$ cat src/rtl/tcp_frame_filter_unit_assert.svh
// ----------------------------------------------------------------------------
// tcp_frame_filter_unit_assert: assertion macros
// Concurrent assertion helpers for the frame filter, clocked and reset-gated.
// ----------------------------------------------------------------------------
`ifndef TCP_FRAME_FILTER_UNIT_ASSERT_SVH
`define TCP_FRAME_FILTER_UNIT_ASSERT_SVH

// same-cycle implication
`define TFF_ASSERT_IMPLY(label, clk, rst_n, ante, cons) \
    label: assert property (@(posedge clk) disable iff (!rst_n) (ante) |-> (cons)) \
        else $error("tff assertion failed: same-cycle implication");

// next-cycle implication
`define TFF_ASSERT_NEXT(label, clk, rst_n, ante, cons) \
    label: assert property (@(posedge clk) disable iff (!rst_n) (ante) |=> (cons)) \
        else $error("tff assertion failed: next-cycle implication");

`endif

$ cat src/rtl/tff_pkg.sv
// ----------------------------------------------------------------------------
// tff_pkg
// Constants and types of the Ethernet / IPv4 / TCP frame filter.
// ----------------------------------------------------------------------------
`timescale 1ns / 1ps

package tff_pkg;

    localparam int POSITION_LIMIT_DEFAULT = 2047;
    localparam logic [15:0] LISTEN_PORT_RESET = 16'd3000;

    localparam logic [15:0] ETHERTYPE_IPV4 = 16'h0800;
    localparam logic [7:0]  PROTO_TCP      = 8'd6;

    localparam int ETH_HDR_BYTES = 14;
    localparam int IP_MIN_BYTES  = 24;
    localparam int IHL_MIN       = 5;

    localparam int OFF_ETYPE_HI = 12;
    localparam int OFF_ETYPE_LO = 13;
    localparam int OFF_IHL      = 14;
    localparam int OFF_TLEN_HI  = 16;
    localparam int OFF_TLEN_LO  = 17;
    localparam int OFF_PROTO    = 23;
    localparam int TCP_PORT_HI  = 2;
    localparam int TCP_PORT_LO  = 3;
    localparam int TCP_DOFF     = 12;

    typedef enum logic [2:0] {
        V_OK       = 3'd0,
        V_NOT_IPV4 = 3'd1,
        V_NOT_TCP  = 3'd2,
        V_PORT     = 3'd3,
        V_TRUNC    = 3'd4,
        V_BADLEN   = 3'd5
    } verdict_t;

endpackage

$ cat src/rtl/tff_ifs.sv
// ----------------------------------------------------------------------------
// tff channel interfaces
// Valid/ready channels for frame bytes, verdicts and the listen-port write.
// ----------------------------------------------------------------------------
`timescale 1ns / 1ps

interface tff_frame_if;
    logic       valid;
    logic       ready;
    logic [7:0] frame_byte;
    logic       frame_end;

    modport source (output valid, frame_byte, frame_end, input ready);
    modport sink   (input valid, frame_byte, frame_end, output ready);
endinterface

interface tff_result_if;
    logic        valid;
    logic        ready;
    logic        accepted;
    logic [2:0]  verdict;
    logic [15:0] payload_length;
    logic [7:0]  payload_offset;

    modport source (output valid, accepted, verdict, payload_length, payload_offset,
                    input ready);
    modport sink   (input valid, accepted, verdict, payload_length, payload_offset,
                    output ready);
endinterface

interface tff_cfg_if;
    logic        valid;
    logic        ready;
    logic [15:0] listen_port;

    modport source (output valid, listen_port, input ready);
    modport sink   (input valid, listen_port, output ready);
endinterface

$ cat src/rtl/tcp_frame_filter_unit.sv
// A verdict is registered from the byte carrying the frame end and is valid in the cycle after it is taken.
// Throughput: one frame byte per cycle unless a held result is not taken; the header state updates in a single pass.
// The result register decouples the output, so bytes keep flowing while it is taken.
// Reset: rst_n clears the parse state, the result valid and sets listen port to 3000.
// ----------------------------------------------------------------------------
// tcp_frame_filter_unit
// Parses Ethernet / IPv4 / TCP headers byte by byte and filters on the port.
// ----------------------------------------------------------------------------
`timescale 1ns / 1ps
`include "tcp_frame_filter_unit_assert.svh"

module tcp_frame_filter_unit
    import tff_pkg::*;
#(
    parameter int POSITION_LIMIT = POSITION_LIMIT_DEFAULT
)
(
    input  logic         clk,
    input  logic         rst_n,
    tff_frame_if.sink    frame,
    tff_result_if.source result,
    tff_cfg_if.sink      cfg
);

    localparam int POS_W = $clog2(POSITION_LIMIT + 1);
    localparam logic [POS_W-1:0] POS_MAX = POS_W'(POSITION_LIMIT);

    logic [15:0]      listen_port_reg;
    logic [POS_W-1:0] pos_reg, pos_next;
    logic [15:0]      etype_reg, etype_cap, etype_next;
    logic [3:0]       ihl_reg, ihl_cap, ihl_next;
    logic [15:0]      tlen_reg, tlen_cap, tlen_next;
    logic [7:0]       proto_reg, proto_cap, proto_next;
    logic [15:0]      dport_reg, dport_cap, dport_next;
    logic [3:0]       thw_reg, thw_cap, thw_next;
    logic             hdone_reg, hdone_cap, hdone_next;
    logic [POS_W-1:0] pos_cap;

    logic             res_valid_reg, res_valid_next;
    verdict_t         verdict_reg, verdict_next;
    logic [15:0]      plen_reg, plen_next;
    logic [7:0]       poff_reg, poff_next;

    logic             take;
    logic             tcp_gate;
    logic [6:0]       tcp_start;
    logic [6:0]       hdrs;

    assign frame.ready = !res_valid_reg || result.ready;
    assign cfg.ready   = 1'b1;
    assign take        = frame.valid && frame.ready;

    assign tcp_start = 7'(ETH_HDR_BYTES) + {1'b0, ihl_reg, 2'b00};
    assign tcp_gate  = (pos_reg > POS_W'(OFF_IHL)) && (ihl_reg >= 4'(IHL_MIN));

    // capture header fields at their offsets
    always_comb
    begin
        etype_cap = etype_reg;
        ihl_cap   = ihl_reg;
        tlen_cap  = tlen_reg;
        proto_cap = proto_reg;
        dport_cap = dport_reg;
        thw_cap   = thw_reg;
        hdone_cap = hdone_reg;
        pos_cap   = (pos_reg < POS_MAX) ? pos_reg + POS_W'(1) : pos_reg;

        if (pos_reg == POS_W'(OFF_ETYPE_HI)) etype_cap[15:8] = frame.frame_byte;
        if (pos_reg == POS_W'(OFF_ETYPE_LO)) etype_cap[7:0]  = frame.frame_byte;
        if (pos_reg == POS_W'(OFF_IHL))      ihl_cap         = frame.frame_byte[3:0];
        if (pos_reg == POS_W'(OFF_TLEN_HI))  tlen_cap[15:8]  = frame.frame_byte;
        if (pos_reg == POS_W'(OFF_TLEN_LO))  tlen_cap[7:0]   = frame.frame_byte;
        if (pos_reg == POS_W'(OFF_PROTO))    proto_cap       = frame.frame_byte;

        if (tcp_gate)
        begin
            if (pos_reg == POS_W'(tcp_start) + POS_W'(TCP_PORT_HI))
                dport_cap[15:8] = frame.frame_byte;
            if (pos_reg == POS_W'(tcp_start) + POS_W'(TCP_PORT_LO))
                dport_cap[7:0] = frame.frame_byte;
            if (pos_reg == POS_W'(tcp_start) + POS_W'(TCP_DOFF))
            begin
                thw_cap   = frame.frame_byte[7:4];
                hdone_cap = 1'b1;
            end
        end
    end

    // decide the verdict from the updated header state
    assign hdrs = {1'b0, ihl_cap, 2'b00} + {1'b0, thw_cap, 2'b00};

    always_comb
    begin
        plen_next = 16'd0;
        poff_next = 8'd0;
        priority if (pos_cap < POS_W'(ETH_HDR_BYTES))
            verdict_next = V_TRUNC;
        else if (etype_cap != ETHERTYPE_IPV4)
            verdict_next = V_NOT_IPV4;
        else if (pos_cap < POS_W'(IP_MIN_BYTES))
            verdict_next = V_TRUNC;
        else if (ihl_cap < 4'(IHL_MIN))
            verdict_next = V_BADLEN;
        else if (proto_cap != PROTO_TCP)
            verdict_next = V_NOT_TCP;
        else if (!hdone_cap)
            verdict_next = V_TRUNC;
        else if (dport_cap != listen_port_reg)
            verdict_next = V_PORT;
        else if (tlen_cap < 16'(hdrs))
            verdict_next = V_BADLEN;
        else
        begin
            verdict_next = V_OK;
            plen_next    = tlen_cap - 16'(hdrs);
            poff_next    = 8'(ETH_HDR_BYTES) + 8'(hdrs);
        end
    end

    // clear per-frame state on the last byte
    always_comb
    begin
        pos_next   = pos_reg;
        etype_next = etype_reg;
        ihl_next   = ihl_reg;
        tlen_next  = tlen_reg;
        proto_next = proto_reg;
        dport_next = dport_reg;
        thw_next   = thw_reg;
        hdone_next = hdone_reg;
        if (take)
        begin
            if (frame.frame_end)
            begin
                pos_next   = '0;
                etype_next = '0;
                ihl_next   = '0;
                tlen_next  = '0;
                proto_next = '0;
                dport_next = '0;
                thw_next   = '0;
                hdone_next = 1'b0;
            end
            else
            begin
                pos_next   = pos_cap;
                etype_next = etype_cap;
                ihl_next   = ihl_cap;
                tlen_next  = tlen_cap;
                proto_next = proto_cap;
                dport_next = dport_cap;
                thw_next   = thw_cap;
                hdone_next = hdone_cap;
            end
        end
    end

    always_comb
    begin
        res_valid_next = res_valid_reg;
        if (take && frame.frame_end)
            res_valid_next = 1'b1;
        else if (result.ready)
            res_valid_next = 1'b0;
    end

    always_ff @(posedge clk or negedge rst_n)
    begin
        if (!rst_n)
        begin
            listen_port_reg <= LISTEN_PORT_RESET;
            pos_reg         <= '0;
            etype_reg       <= '0;
            ihl_reg         <= '0;
            tlen_reg        <= '0;
            proto_reg       <= '0;
            dport_reg       <= '0;
            thw_reg         <= '0;
            hdone_reg       <= 1'b0;
            res_valid_reg   <= 1'b0;
        end
        else
        begin
            if (cfg.valid && cfg.ready)
                listen_port_reg <= cfg.listen_port;
            pos_reg       <= pos_next;
            etype_reg     <= etype_next;
            ihl_reg       <= ihl_next;
            tlen_reg      <= tlen_next;
            proto_reg     <= proto_next;
            dport_reg     <= dport_next;
            thw_reg       <= thw_next;
            hdone_reg     <= hdone_next;
            res_valid_reg <= res_valid_next;
        end
    end

    // hold the result payload until a new verdict is loaded
    always_ff @(posedge clk)
    begin
        if (take && frame.frame_end)
        begin
            verdict_reg <= verdict_next;
            plen_reg    <= plen_next;
            poff_reg    <= poff_next;
        end
    end

    assign result.valid          = res_valid_reg;
    assign result.accepted       = (verdict_reg == V_OK);
    assign result.verdict        = verdict_reg;
    assign result.payload_length = plen_reg;
    assign result.payload_offset = poff_reg;

    `TFF_ASSERT_NEXT(a_end_gives_result, clk, rst_n, take && frame.frame_end, res_valid_reg)
    `TFF_ASSERT_NEXT(a_end_clears_state, clk, rst_n, take && frame.frame_end,
                     pos_reg == '0 && !hdone_reg)
    `TFF_ASSERT_IMPLY(a_ok_offset_floor, clk, rst_n, res_valid_reg && verdict_reg == V_OK,
                      poff_reg >= 8'(ETH_HDR_BYTES + 4 * IHL_MIN))

endmodule

$ cat src/flat_wrapper.sv
// flat-port wrapper written by rule: the top's interface ports become plain ports
module tcp_frame_filter_unit_flat import tff_pkg::*;
#(
    parameter int POSITION_LIMIT = POSITION_LIMIT_DEFAULT
)
  (clk, rst_n, frame_valid, frame_frame_byte, frame_frame_end, frame_ready, result_valid, result_accepted, result_verdict, result_payload_length, result_payload_offset, result_ready, cfg_valid, cfg_listen_port, cfg_ready);
  tff_frame_if frame_i ();
  tff_result_if result_i ();
  tff_cfg_if cfg_i ();
  input  logic clk;
  input  logic rst_n;
  input wire logic [$bits(frame_i.valid)-1:0] frame_valid;
  input wire logic [$bits(frame_i.frame_byte)-1:0] frame_frame_byte;
  input wire logic [$bits(frame_i.frame_end)-1:0] frame_frame_end;
  output wire logic [$bits(frame_i.ready)-1:0] frame_ready;
  output wire logic [$bits(result_i.valid)-1:0] result_valid;
  output wire logic [$bits(result_i.accepted)-1:0] result_accepted;
  output wire logic [$bits(result_i.verdict)-1:0] result_verdict;
  output wire logic [$bits(result_i.payload_length)-1:0] result_payload_length;
  output wire logic [$bits(result_i.payload_offset)-1:0] result_payload_offset;
  input wire logic [$bits(result_i.ready)-1:0] result_ready;
  input wire logic [$bits(cfg_i.valid)-1:0] cfg_valid;
  input wire logic [$bits(cfg_i.listen_port)-1:0] cfg_listen_port;
  output wire logic [$bits(cfg_i.ready)-1:0] cfg_ready;
  assign frame_i.valid = frame_valid;
  assign frame_i.frame_byte = frame_frame_byte;
  assign frame_i.frame_end = frame_frame_end;
  assign frame_ready = frame_i.ready;
  assign result_valid = result_i.valid;
  assign result_accepted = result_i.accepted;
  assign result_verdict = result_i.verdict;
  assign result_payload_length = result_i.payload_length;
  assign result_payload_offset = result_i.payload_offset;
  assign result_i.ready = result_ready;
  assign cfg_i.valid = cfg_valid;
  assign cfg_i.listen_port = cfg_listen_port;
  assign cfg_ready = cfg_i.ready;
  tcp_frame_filter_unit #(.POSITION_LIMIT(POSITION_LIMIT)) u_core (.clk(clk), .rst_n(rst_n), .frame(frame_i), .result(result_i), .cfg(cfg_i));
endmodule
$ cat config.mk
export PLATFORM = sky130hd
export DESIGN_NAME = tcp_frame_filter_unit_flat
export DESIGN_NICKNAME = d
export VERILOG_FILES = /design/src/rtl/tff_pkg.sv /design/src/rtl/tff_ifs.sv /design/src/rtl/tcp_frame_filter_unit.sv /design/src/flat_wrapper.sv
export VERILOG_INCLUDE_DIRS = /design/src /design/src/rtl
export SDC_FILE = /design/constraint.sdc
export NUM_CORES = 1
export LEC_CHECK = 0
export BUFFER_PORTS_ARGS = -buffer_cell sky130_fd_sc_hd__buf_4
export CAP_MARGIN = 10
export CORE_ASPECT_RATIO = 0.75
export CORE_MARGIN = 4
export CORE_UTILIZATION = 55
export CTS_BUF_LIST = sky130_fd_sc_hd__clkbuf_4
export DETAILED_ROUTE_END_ITERATION = 8
export PLACE_DENSITY = 0.7
export SETUP_SLACK_MARGIN = 0.5
export SYNTH_ARGS = -nofsm -noshare
export SYNTH_HDL_FRONTEND = slang
export SYNTH_SLANG_ARGS = --single-unit
$ cat constraint.sdc
create_clock -name clk -period 8.92 [get_ports clk]
set_input_delay 0 -clock clk [delete_from_list [all_inputs] [get_ports clk]]
set_output_delay 0 -clock clk [all_outputs]
set_load 0.02 [all_outputs]
### After elaboration in Yosys (flattened, before gate mapping)

Index checks and enable logic that the tools add are counted.

| word-level totals | value |
|---|---|
| register bits | 120 |
| word-level logic and storage cells | 82 |
| output and inout port bits | 31 |

| cells by class | value |
|---|---|
| add/subtract/negate cells | 8 |
| eq/ne operators | 12 |
| reductions and logical operators | 9 |
| bitwise gates (word level) | 1 |
| order comparisons | 7 |
| multiplexer cells | 31 |

Operator list:

| cell | count |
|---|---|
| $mux 16 | 4 |
| $mux 8 | 8 |
| $eq 11x11->1 | 3 |
| $eq 11x4->1 const B | 3 |
| $eq 11x5->1 const B | 3 |
| $mux 11 | 2 |
| $mux 3 | 7 |
| $mux 4 | 5 |
| $add 7x2->8 const B | 2 |
| $lt 16x7->1 | 1 |
| $ne 16x12->1 const B | 1 |
| $ne 16x16->1 | 1 |
| $sub 16x7->16 | 1 |
| $add 11x1->11 const B | 1 |
| $gt 11x4->1 const B | 1 |
| $lt 11x11->1 const B | 1 |
| $lt 11x4->1 const B | 1 |
| $lt 11x5->1 const B | 1 |
| $add 4x7->8 const A | 1 |
| $add 7x4->8 const B | 1 |
| $ne 8x3->1 const B | 1 |
| $reduce_or 8->1 | 1 |
| $add 4x6->7 const A | 1 |
| $add 6x6->7 | 1 |
| other kinds (10) | 16 |

### Longest topological paths before layout

Gate-level depths: netlist (run 1).

| logic depth | value |
|---|---|
| depth after elaboration | 14 |
| gate-level depth with buffers | 23 |
| mapped depth without buffers | 22 |

### Worst setup path before layout (run 1)

Ideal clock, no wire load.

| timing path | value |
|---|---|
| kind | register -> register |
| from | reg u_core.ihl_reg[0] |
| to | reg u_core.plen_reg[10], in the netlist u_core.result.payload_length[10] (data pin) |
| period minus slack after synthesis | 5.079 ns |
| arrival | 4.822 ns |
| setup time | 0.257 ns |
| stages on the path, launching flop included | 23 |
| slack | 3.841 ns |
| cell sequence | dfrtp_1 clkbuf_1 inv_1 ha_1 o21ai_0 o21bai_1 and3_1 o2111ai_1 mux2_2 ha_1 inv_1 fa_1 fa_1 a21o_1 a21oi_1 inv_1 a21oi_1 nand2_1 nor4_1 nor3_1 nand3_2 buf_2 nor2_1 |

| between the ends | value |
|---|---|
| longest elaborated chain between the ends | 8 |
| elaborated cells between the ends (all ways) | 24 |
| classes of those cells | add/sub: 6; order compare: 3; eq/ne: 4; mux: 8; bitwise: 1; reduce/logical: 2 |

Ends and longest elaborated chain:

| element | line | RTL |
|---|---|---|
| start, declared | tcp_frame_filter_unit.sv:31 | `logic [3:0] ihl_reg, ihl_cap, ihl_next;` |
| start signal, assigned | tcp_frame_filter_unit.sv:188 | `ihl_reg <= ihl_next;` |
| $add 4x6->7 | tcp_frame_filter_unit.sv:53 | `assign tcp_start = 7'(ETH_HDR_BYTES) + {1'b0, ihl_reg, 2'b00};` |
| $add 7x4->8 | tcp_frame_filter_unit.sv:81 | `if (pos_reg == POS_W'(tcp_start) + POS_W'(TCP_DOFF))` |
| $eq 11x11->1 | tcp_frame_filter_unit.sv:81 |  |
| $mux 4 | tcp_frame_filter_unit.sv:81 |  |
| $mux 4 | tcp_frame_filter_unit.sv:75 | `if (tcp_gate)` |
| $add 6x6->7 | tcp_frame_filter_unit.sv:90 | `assign hdrs = {1'b0, ihl_cap, 2'b00} + {1'b0, thw_cap, 2'b00};` |
| $lt 16x7->1 | tcp_frame_filter_unit.sv:110 | `else if (tlen_cap < 16'(hdrs))` |
| $reduce_or 8->1 (no line) | n/a |  |
| end signal, assigned | tcp_frame_filter_unit.sv:204 | `plen_reg <= plen_next;` |
| end, declared | tcp_frame_filter_unit.sv:41 | `logic [15:0] plen_reg, plen_next;` |

Several ways; a longest one is shown, not always the timed one.
A chain may end at the register's enable or synchronous reset.

### Worst setup path in the final report (run 1)

| timing path | value |
|---|---|
| from | reg u_core.pos_reg[0] |
| to | reg u_core.plen_reg[3], in the netlist u_core.result.payload_length[3] (data pin) |

| between the ends | value |
|---|---|
| longest elaborated chain between the ends | 6 |
| elaborated cells between the ends (all ways) | 38 |
| classes of those cells | add/sub: 3; order compare: 6; eq/ne: 12; mux: 14; bitwise: 1; reduce/logical: 2 |

Ends and longest elaborated chain:

| element | line | RTL |
|---|---|---|
| start, declared | tcp_frame_filter_unit.sv:29 | `logic [POS_W-1:0] pos_reg, pos_next;` |
| start signal, assigned | tcp_frame_filter_unit.sv:186 | `pos_reg <= pos_next;` |
| $gt 11x4->1 or $eq 11x11->1 (tied branches) | tcp_frame_filter_unit.sv:54, tcp_frame_filter_unit.sv:81 |  |
| $logic_and 1x1->1 or $mux 4 (tied branches) | tcp_frame_filter_unit.sv:54, tcp_frame_filter_unit.sv:81 |  |
| $mux 4 | tcp_frame_filter_unit.sv:75 |  |
| $add 6x6->7 | tcp_frame_filter_unit.sv:90 |  |
| $lt 16x7->1 | tcp_frame_filter_unit.sv:110 |  |
| $reduce_or 8->1 (no line) | n/a |  |

Several ways; a longest one is shown, not always the timed one.

==> results of run 1 <==
kinds of logic after synthesis:
group | synth area share
other cells | 0.00104
compound gates | 0.218
mux | 0.0353
flops | 0.431
buf+inv | 0.0550
xor+xnor | 0.0419
fa+ha+maj | 0.0332
simple gates | 0.185
placed cells by master, fill, tap and decap left out, drive strengths merged, types with 4 or more instances in the layout:
master | synthesis | layout
xnor2 | 18 | 18
nor4 | 14 | 14
nand2 | 96 | 96
and3 | 5 | 5
dfrtp | 86 | 86
o211ai | 5 | 5
mux2i | 12 | 12
mux2 | 12 | 12
inv | 45 | 51
nor2b | 4 | 4
nand2b | 7 | 7
a222oi | 4 | 4
a22oi | 36 | 36
clkinv | 1 | 7
o22ai | 20 | 20
xor2 | 14 | 14
buf | 16 | 64
nor3 | 20 | 20
a21oi | 44 | 44
nand3 | 16 | 16
a21o | 6 | 6
ha | 16 | 16
edfxtp | 26 | 26
clkbuf | 36 | 17
o21ai | 71 | 71
dlygate4sd3 | 0 | 54
a21boi | 10 | 10
a22o | 14 | 14
nor2 | 60 | 60
and2 | 6 | 6
nor4b | 4 | 4
nand4 | 9 | 9
dfstp | 7 | 7
layer usage:
layer  part of all wire  vias up  routed length, um
met3              0.086       54               1810
met5                  0        -                  0
li1                   -     3067                  -
met4              0.026        0                555
met1               0.43     3198               9130
met2               0.46      333               9620
cell type report:
cell class                      count  area (um2)  area share
Tap cell                          166         208      0.0243
Multi-Input combinational cell    581        3720       0.435
Clock buffer                       17         128      0.0149
Timing Repair Buffer              118        1030       0.121
Inverter                           46         173      0.0202
Sequential cell                   119        3120       0.365
Clock inverter                     15         168      0.0196
metrics by stage:
stage / setup slack, ns / cell area [um2] / utilization / hold WS, ns
2_1_floorplan: 3.84 / 7230 / - / -0.296
3_3_place_gp: 3.22 / 7690 / 0.612 / -0.0556
3_5_place_dp: 2.97 / 7690 / 0.612 / -0.0480
4_1_cts: 2.95 / 8550 / 0.680 / 0.0368
5_1_grt: 2.36 / 8550 / 0.680 / 0.0853
6_report: 2.90 / 8550 / 0.680 / 0.0784
worst paths after layout:
kind	end	depth (start not counted)	slack [ns]
max	u_core.result.payload_length[3]$_SDFFCE_PP0P_	21	2.90
min	u_core.pos_reg[10]$_DFFE_PN0P_	4	0.08
max reg2reg	u_core.result.payload_length[3]$_SDFFCE_PP0P_	21	2.90
min reg2reg	u_core.hdone_reg$_DFFE_PN0P_	2	0.50
max in group asynchronous	u_core.tlen_reg[7]$_DFFE_PN0P_	4	7.54
min in group asynchronous	u_core.listen_port_reg[12]$_DFFE_PN0P_	4	0.53
worst max-delay path, cell delays in order, from the launching register on:
cell and delay [ns]:
dfrtp_1 0.46, inv_1 0.11, ha_1 0.24, o311a_1 0.38, nor4_4 0.46, o2111ai_1 0.43, mux2_2 0.37, ha_1 0.17
inv_1 0.06, fa_1 0.40, xor2_1 0.35, ha_1 0.34, a21o_1 0.19, a21oi_1 0.21, inv_1 0.06, a21oi_1 0.17
nand2_1 0.13, nor4_1 0.51, nor3_1 0.12, nand3_2 0.34, inv_1 0.10, and2_1 0.17
power by group through the flow:
stage	logic (mW)	clock network (mW)	registers (mW)
after global routing	0.377	0.446	0.732
final	0.340	0.411	0.722
after floorplan	0.220	0	0.712
after global placement	0.296	0	0.721
after CTS	0.334	0.418	0.717
after detailed placement	0.306	0	0.727
what timing repair did:
action,4_1_cts,5_1_grt
gates resized for setup,0,0
hold endpoints to repair,98,0
setup buffers,0,0
endpoints found under the setup margin,0,0
hold buffers,55,0
==> results.md, run 1 <==
* First-pass GRT wire length at 34700 um
* Drt drc at 0
* Netlist Area Pre-Place at about 7200 um2
* Peak VDD IR at 0.140 mV
* Layout Skew at between 0.02 and 0.025 ns
* Overall Power at 1.47 mW
* Mean Syn Cell Area at 9.06 um2
* Synth top area share at 0.298
* Largest net degree at the start of global routing at 67
* 1st-iter DRT viols at 615
* # nets final at 931
* Share of cells above drive strength 1 at 0.154
* Slew Viols, Final at 0
* Input/output buffers at 58
* Worst setup path start: u_core.pos_reg[0]$_DFFE_PN0P_
* Min Tclk post-route at 6.02 ns
* Min-Delay Path Class: input pin to flip-flop
* Initial Util at 0.575
* RePlAce Congestion at 0.966
* Switching portion of total power at 0.338
* Grt met2 use at 0.454
* Top cells by area, synth: dfrtp_1 (30%), edfxtp_1 (11%), nand2_1 (4.9%)
* Drt total wl at 21100 um
* Count leader, synth: nand2_1
* Cell Int Power at 975 uW
* Post-synth net total at 846
* Reg power frac at 0.490
* # rows at 35
* Outcome: complete, no violations
* RSZ-0062 raised after global routing: false
* Logic pwr share at 0.231
* Worst hold start: frame_valid
* Yosys warns at 0
* # H-tree levels at 4
* Filler cell count at 974
* Worst slew pin tran at ~0.83 ns
* Die Wd at 140 um
* # clock sinks at 119
* Core area at 12600 um2
* Clock Pin Slew Worst Setup and Hold Paths at between 0.1 and 0.15 ns
* GRT busiest layer: met2
* Cells after synthesis at 798
* Area leader, netlist: dfrtp_1
* Critical Path End Type: flip-flop
* Crit Path Max Fanout at 22
* Final period utilization at 0.674
* Synthesized flop and latch total at around 120
* Final setup vio count at 0
* Synth unique cells at 80
* CTS tree: built
* Die Footprint at 15100 um2
* Antenna-violating nets left at 0
* Clock power frac at 0.279
* Maxcap violations at 0
* Boundary Pins at 61
* Via Count at 6652
* GRT met3 Usage at 0.0617
* Synth top cells by count: nand2_1 (95), dfrtp_1 (86), o21ai_0 (70)
* Setup_tns at 0 ns
* Synthesis-to-finish area growth at 18.2%
* Max Fclk at 0.166 GHz
* Slew margin rel. at 0.446
* Register area share after synthesis at 0.431
* Leakage power at 3.58 nW
* Die height at 107 um
* Ys async rst share at 0.782
* Final hold viol count at 0
* Main synth FF type: dfrtp_1
* Critical path class: flip-flop to flip-flop
* DR vias/cell at ~6.3
* CP startpoint kind: flip-flop
* Overflow after GRT at 0
* Ant. Diodes at 0
* Inst Count DP at 975
* Fin cells at ~1100
* Clock Tree Buf Depth at 2
* Psw at 498 uW
* WL/cell at between 15 and 20 um
* Num CTS Buffers at 17
* Crit path DAT at 6.32 ns
* P per Cell Area at approximately 170 nW/um2
* Met1 Use GR at 0.402
* Initial antenna violation count at 0
* Post-synth EDFFs at 26
* Worst R2R Start: u_core.pos_reg[0]$_DFFE_PN0P_
* GRT Total Usage at 0.291
* Vias in the first global route at ~6600
* CTS Root Cell: clkbuf_4
* Required time of the critical path at 9.23 ns
* DRT Pass-1 Iters at 9
* Final HPWL DP at 13600 um
* Clk_lat worst skew at 0.55 ns
Note: power is estimated with default switching activity, not from simulation.
==> run 2: changes to the inputs <==
- clock period: 8.92 -> 5.8 ns (I/O delays scaled with it)
==> results.md, run 2 (synthesis gave the netlist of run 1 again) <==
* Boundary Pins at 61 (unchanged)
* Commonest non-fill, non-tap cells in the layout: nand2_1 (94), dfrtp_1 (83), buf_4 (71) (was nand2_1 (94), dfrtp_1 (86), o21ai_0 (70))
* Max Fclk at 0.195 GHz (was 0.166 GHz)
* Die height at 107 um (unchanged)
* Drt total wl at 21200 um (was 21100 um)
* Cell Int Power at 1.54 mW (was 975 uW)
* 1st-iter DRT viols at 642 (was 615)
* Outcome: complete, no violations (unchanged)
* Final Cell Area at 8720 um2 (was 8550 um2)
* Core area at 12600 um2 (unchanged)
* Logic pwr share at 0.234 (was 0.231)
* Final period utilization at 0.885 (was 0.674)
* Crit path DAT at 5.41 ns (was 6.32 ns)
* Reg2reg path depth at 21 (unchanged)
* CP peak stage delay at 0.50 ns (was 0.51 ns)
* Vias in the first global route at 6603 (was 6573)
* Worst path cell trace: inv_1 -> ha_1 -> nand2b_1 -> o221ai_1 -> and3_1 -> o2111ai_2 -> mux2_2 -> ha_1 -> inv_1 -> fa_1 -> fa_1 -> a21o_1 -> a21oi_2 -> inv_1 -> a21oi_1 -> nand2_1 -> nor4_4 -> nor3_2 -> nand3_4 -> inv_1 -> and2_1 (was inv_1 -> ha_1 -> o311a_1 -> nor4_4 -> o2111ai_1 -> mux2_2 -> ha_1 -> inv_1 -> fa_1 -> xor2_1 -> ha_1 -> a21o_1 -> a21oi_1 -> inv_1 -> a21oi_1 -> nand2_1 -> nor4_1 -> nor3_1 -> nand3_2 -> inv_1 -> and2_1)
* # rows at 35 (unchanged)
* Layout Skew at 0.0210 ns (was 0.0203 ns)
* Crit Path Max Fanout at 11 (was 22)
* Share of cells above drive strength 1 at 0.177 (was 0.154)
* Ant. Diodes at 0 (unchanged)
* Reg-to-reg setup timing slack at 0.67 ns (was 2.90 ns)
* First-pass GRT wire length at 33900 um (was 34700 um)
* CP startpoint kind: flip-flop (unchanged)
* CTS Root Cell: clkbuf_4 (unchanged)
* Psw at 741 uW (was 498 uW)
* Antenna-violating nets left at 0 (unchanged)
* # clock sinks at 119 (unchanged)
* Clock power frac at 0.282 (was 0.279)
* DR vias/cell at 6.33 (was 6.26)
* P per Cell Area at 261 nW/um2 (was 172 nW/um2)
* # H-tree levels at 4 (unchanged)
* Initial Util at 0.575 (unchanged)
* Critical Path End Type: flip-flop (unchanged)
* Die Footprint at 15100 um2 (unchanged)
* Die Wd at 140 um (unchanged)
* Switching portion of total power at 0.325 (was 0.338)
* Slew margin rel. at 0.417 (was 0.446)
* Crit-path leading delay family: adder cells (was simple AND/OR/NAND/NOR gates)
* Via Count at 6782 (was 6652)
* Final HPWL DP at 13800 um (was 13600 um)
* Synthesis-to-finish area growth at 20.5% (was 18.2%)
* # nets final at 940 (was 931)
* Placed Area at 7740 um2 (was 7690 um2)
* RSZ-0062 raised after global routing: true (was false)
* Clock Tree Buf Depth at 2 (unchanged)
* Num CTS Buffers at 17 (unchanged)
* Required time of the critical path at 6.08 ns (was 9.23 ns)
* DRT Pass-1 Iters at 7 (was 9)
* Min Tclk post-route at 5.13 ns (was 6.02 ns)
* Setup_tns at 0 ns (unchanged)
* RePlAce Congestion at 0.894 (was 0.966)
* Peak VDD IR at 0.260 mV (was 0.140 mV)
* Clock Pin Slew Worst Setup and Hold Paths at 0.11 ns (was 0.12 ns)
* Final setup vio count at 0 (unchanged)
* WL/cell at 19.8 um (was 19.9 um)
* Initial antenna violation count at 0 (unchanged)
* Largest net degree at the start of global routing at 67 (unchanged)
* Overflow after GRT at 0 (unchanged)
* Levels on crit path at 21 (unchanged)
* Min-Delay Path Class: input pin to flip-flop (unchanged)
* Reg power frac at 0.484 (was 0.490)
* Most common library cell in the layout ignoring fill and taps: nand2_1 (unchanged)
* Critical path class: flip-flop to flip-flop (unchanged)
* WP buf/inv at 4 (unchanged)
* Clk_lat worst skew at 0.53 ns (was 0.55 ns)
* Drt drc at 0 (unchanged)
* Final hold viol count at 0 (unchanged)
* Maxcap violations at 0 (unchanged)
* GRT Total Usage at 0.282 (was 0.291)
* Worst Hold Depth at 4 (unchanged)
* Leakage power at 3.62 nW (was 3.58 nW)
* Slew Viols, Final at 0 (unchanged)
* CTS tree: built (unchanged)
* CP dominant cell by count: inv_1 (unchanged)
* Input/output buffers at 58 (unchanged)
* CP max-delay cell: fa_1 (was nor4_1)
* Filler cell count at 961 (was 974)
* Worst slew pin tran at 0.874 ns (was 0.832 ns)
[run 2: path summary, 6_finish.rpt]
path / to / from
worst max register to register: u_core.result.payload_length[3]$_SDFFCE_PP0P_ / u_core.ihl_reg[1]$_DFFE_PN0P_
min in group asynchronous: u_core.listen_port_reg[12]$_DFFE_PN0P_ / rst_n
max in group asynchronous: u_core.ihl_reg[3]$_DFFE_PN0P_ / rst_n
worst min register to register: u_core.tlen_reg[2]$_DFFE_PN0P_ / u_core.tlen_reg[2]$_DFFE_PN0P_
worst min-delay path: u_core.pos_reg[7]$_DFFE_PN0P_ / frame_valid
worst max-delay path: u_core.result.payload_length[3]$_SDFFCE_PP0P_ / u_core.ihl_reg[1]$_DFFE_PN0P_
[run 2: layer usage]
| layer | vias up | wire length (um) | track usage |
|---|---|---|---|
| li1 | 3078 | - | - |
| met1 | 3312 | 9100 | 0.395 |
| met2 | 341 | 9740 | 0.439 |
| met3 | 51 | 1910 | 0.0626 |
| met4 | 0 | 461 | 0.0906 |
| met5 | - | 0 | 0 |
[run 2: final cells by class]
type,count,area (um2),area share
sequential,119,3120,0.358
clock inverter,15,179,0.0205
tap,166,208,0.0238
timing repair buffer,126,1090,0.125
inverter,46,173,0.0198
multi-input combinational,582,3820,0.438
clock buffer,17,128,0.0146
[run 2: power by group through the flow]
stage                     registers, mW  logic [mW]  clock network, mW
after floorplan                    1.10       0.338                  0
after global placement             1.11       0.461                  0
after detailed placement           1.12       0.480                  0
after CTS                          1.10       0.525              0.650
after global routing               1.12       0.592              0.692
final                              1.10       0.533              0.642
[run 2: per-stage QoR]
| stage | cells | setup slack (ns) | power [mW] | hold slack (ns) | utilization |
|---|---|---|---|---|---|
| global placement | 982 | 0.436 | 1.57 | -0.0632 | 0.616 |
| finish | 1071 | 0.669 | 2.28 | 0.158 | 0.694 |
| detailed placement | 982 | 0.238 | 1.60 | -0.0496 | 0.616 |
| floorplan | 798 | 0.721 | 1.43 | -0.296 | - |
| global route | 1071 | 0.473 | 2.40 | 0.140 | 0.694 |
| CTS | 1069 | 0.501 | 2.27 | 0.130 | 0.688 |
[run 2: what timing repair did]
action	CTS	global route
setup buffers	0	1
pin swaps	0	2
hold buffers	55	0
hold endpoints to repair	92	0
gates cloned	0	1
gates resized for setup	6	12
endpoints found under the setup margin	23	25
[run 2: tightest hold or removal path, delay by kind of cell]
family	cells	cell delay, ns
buffers and inverters	2	0.39
AOI/OAI and AO/OA	1	0.10
and+or+nand+nor	1	0.13
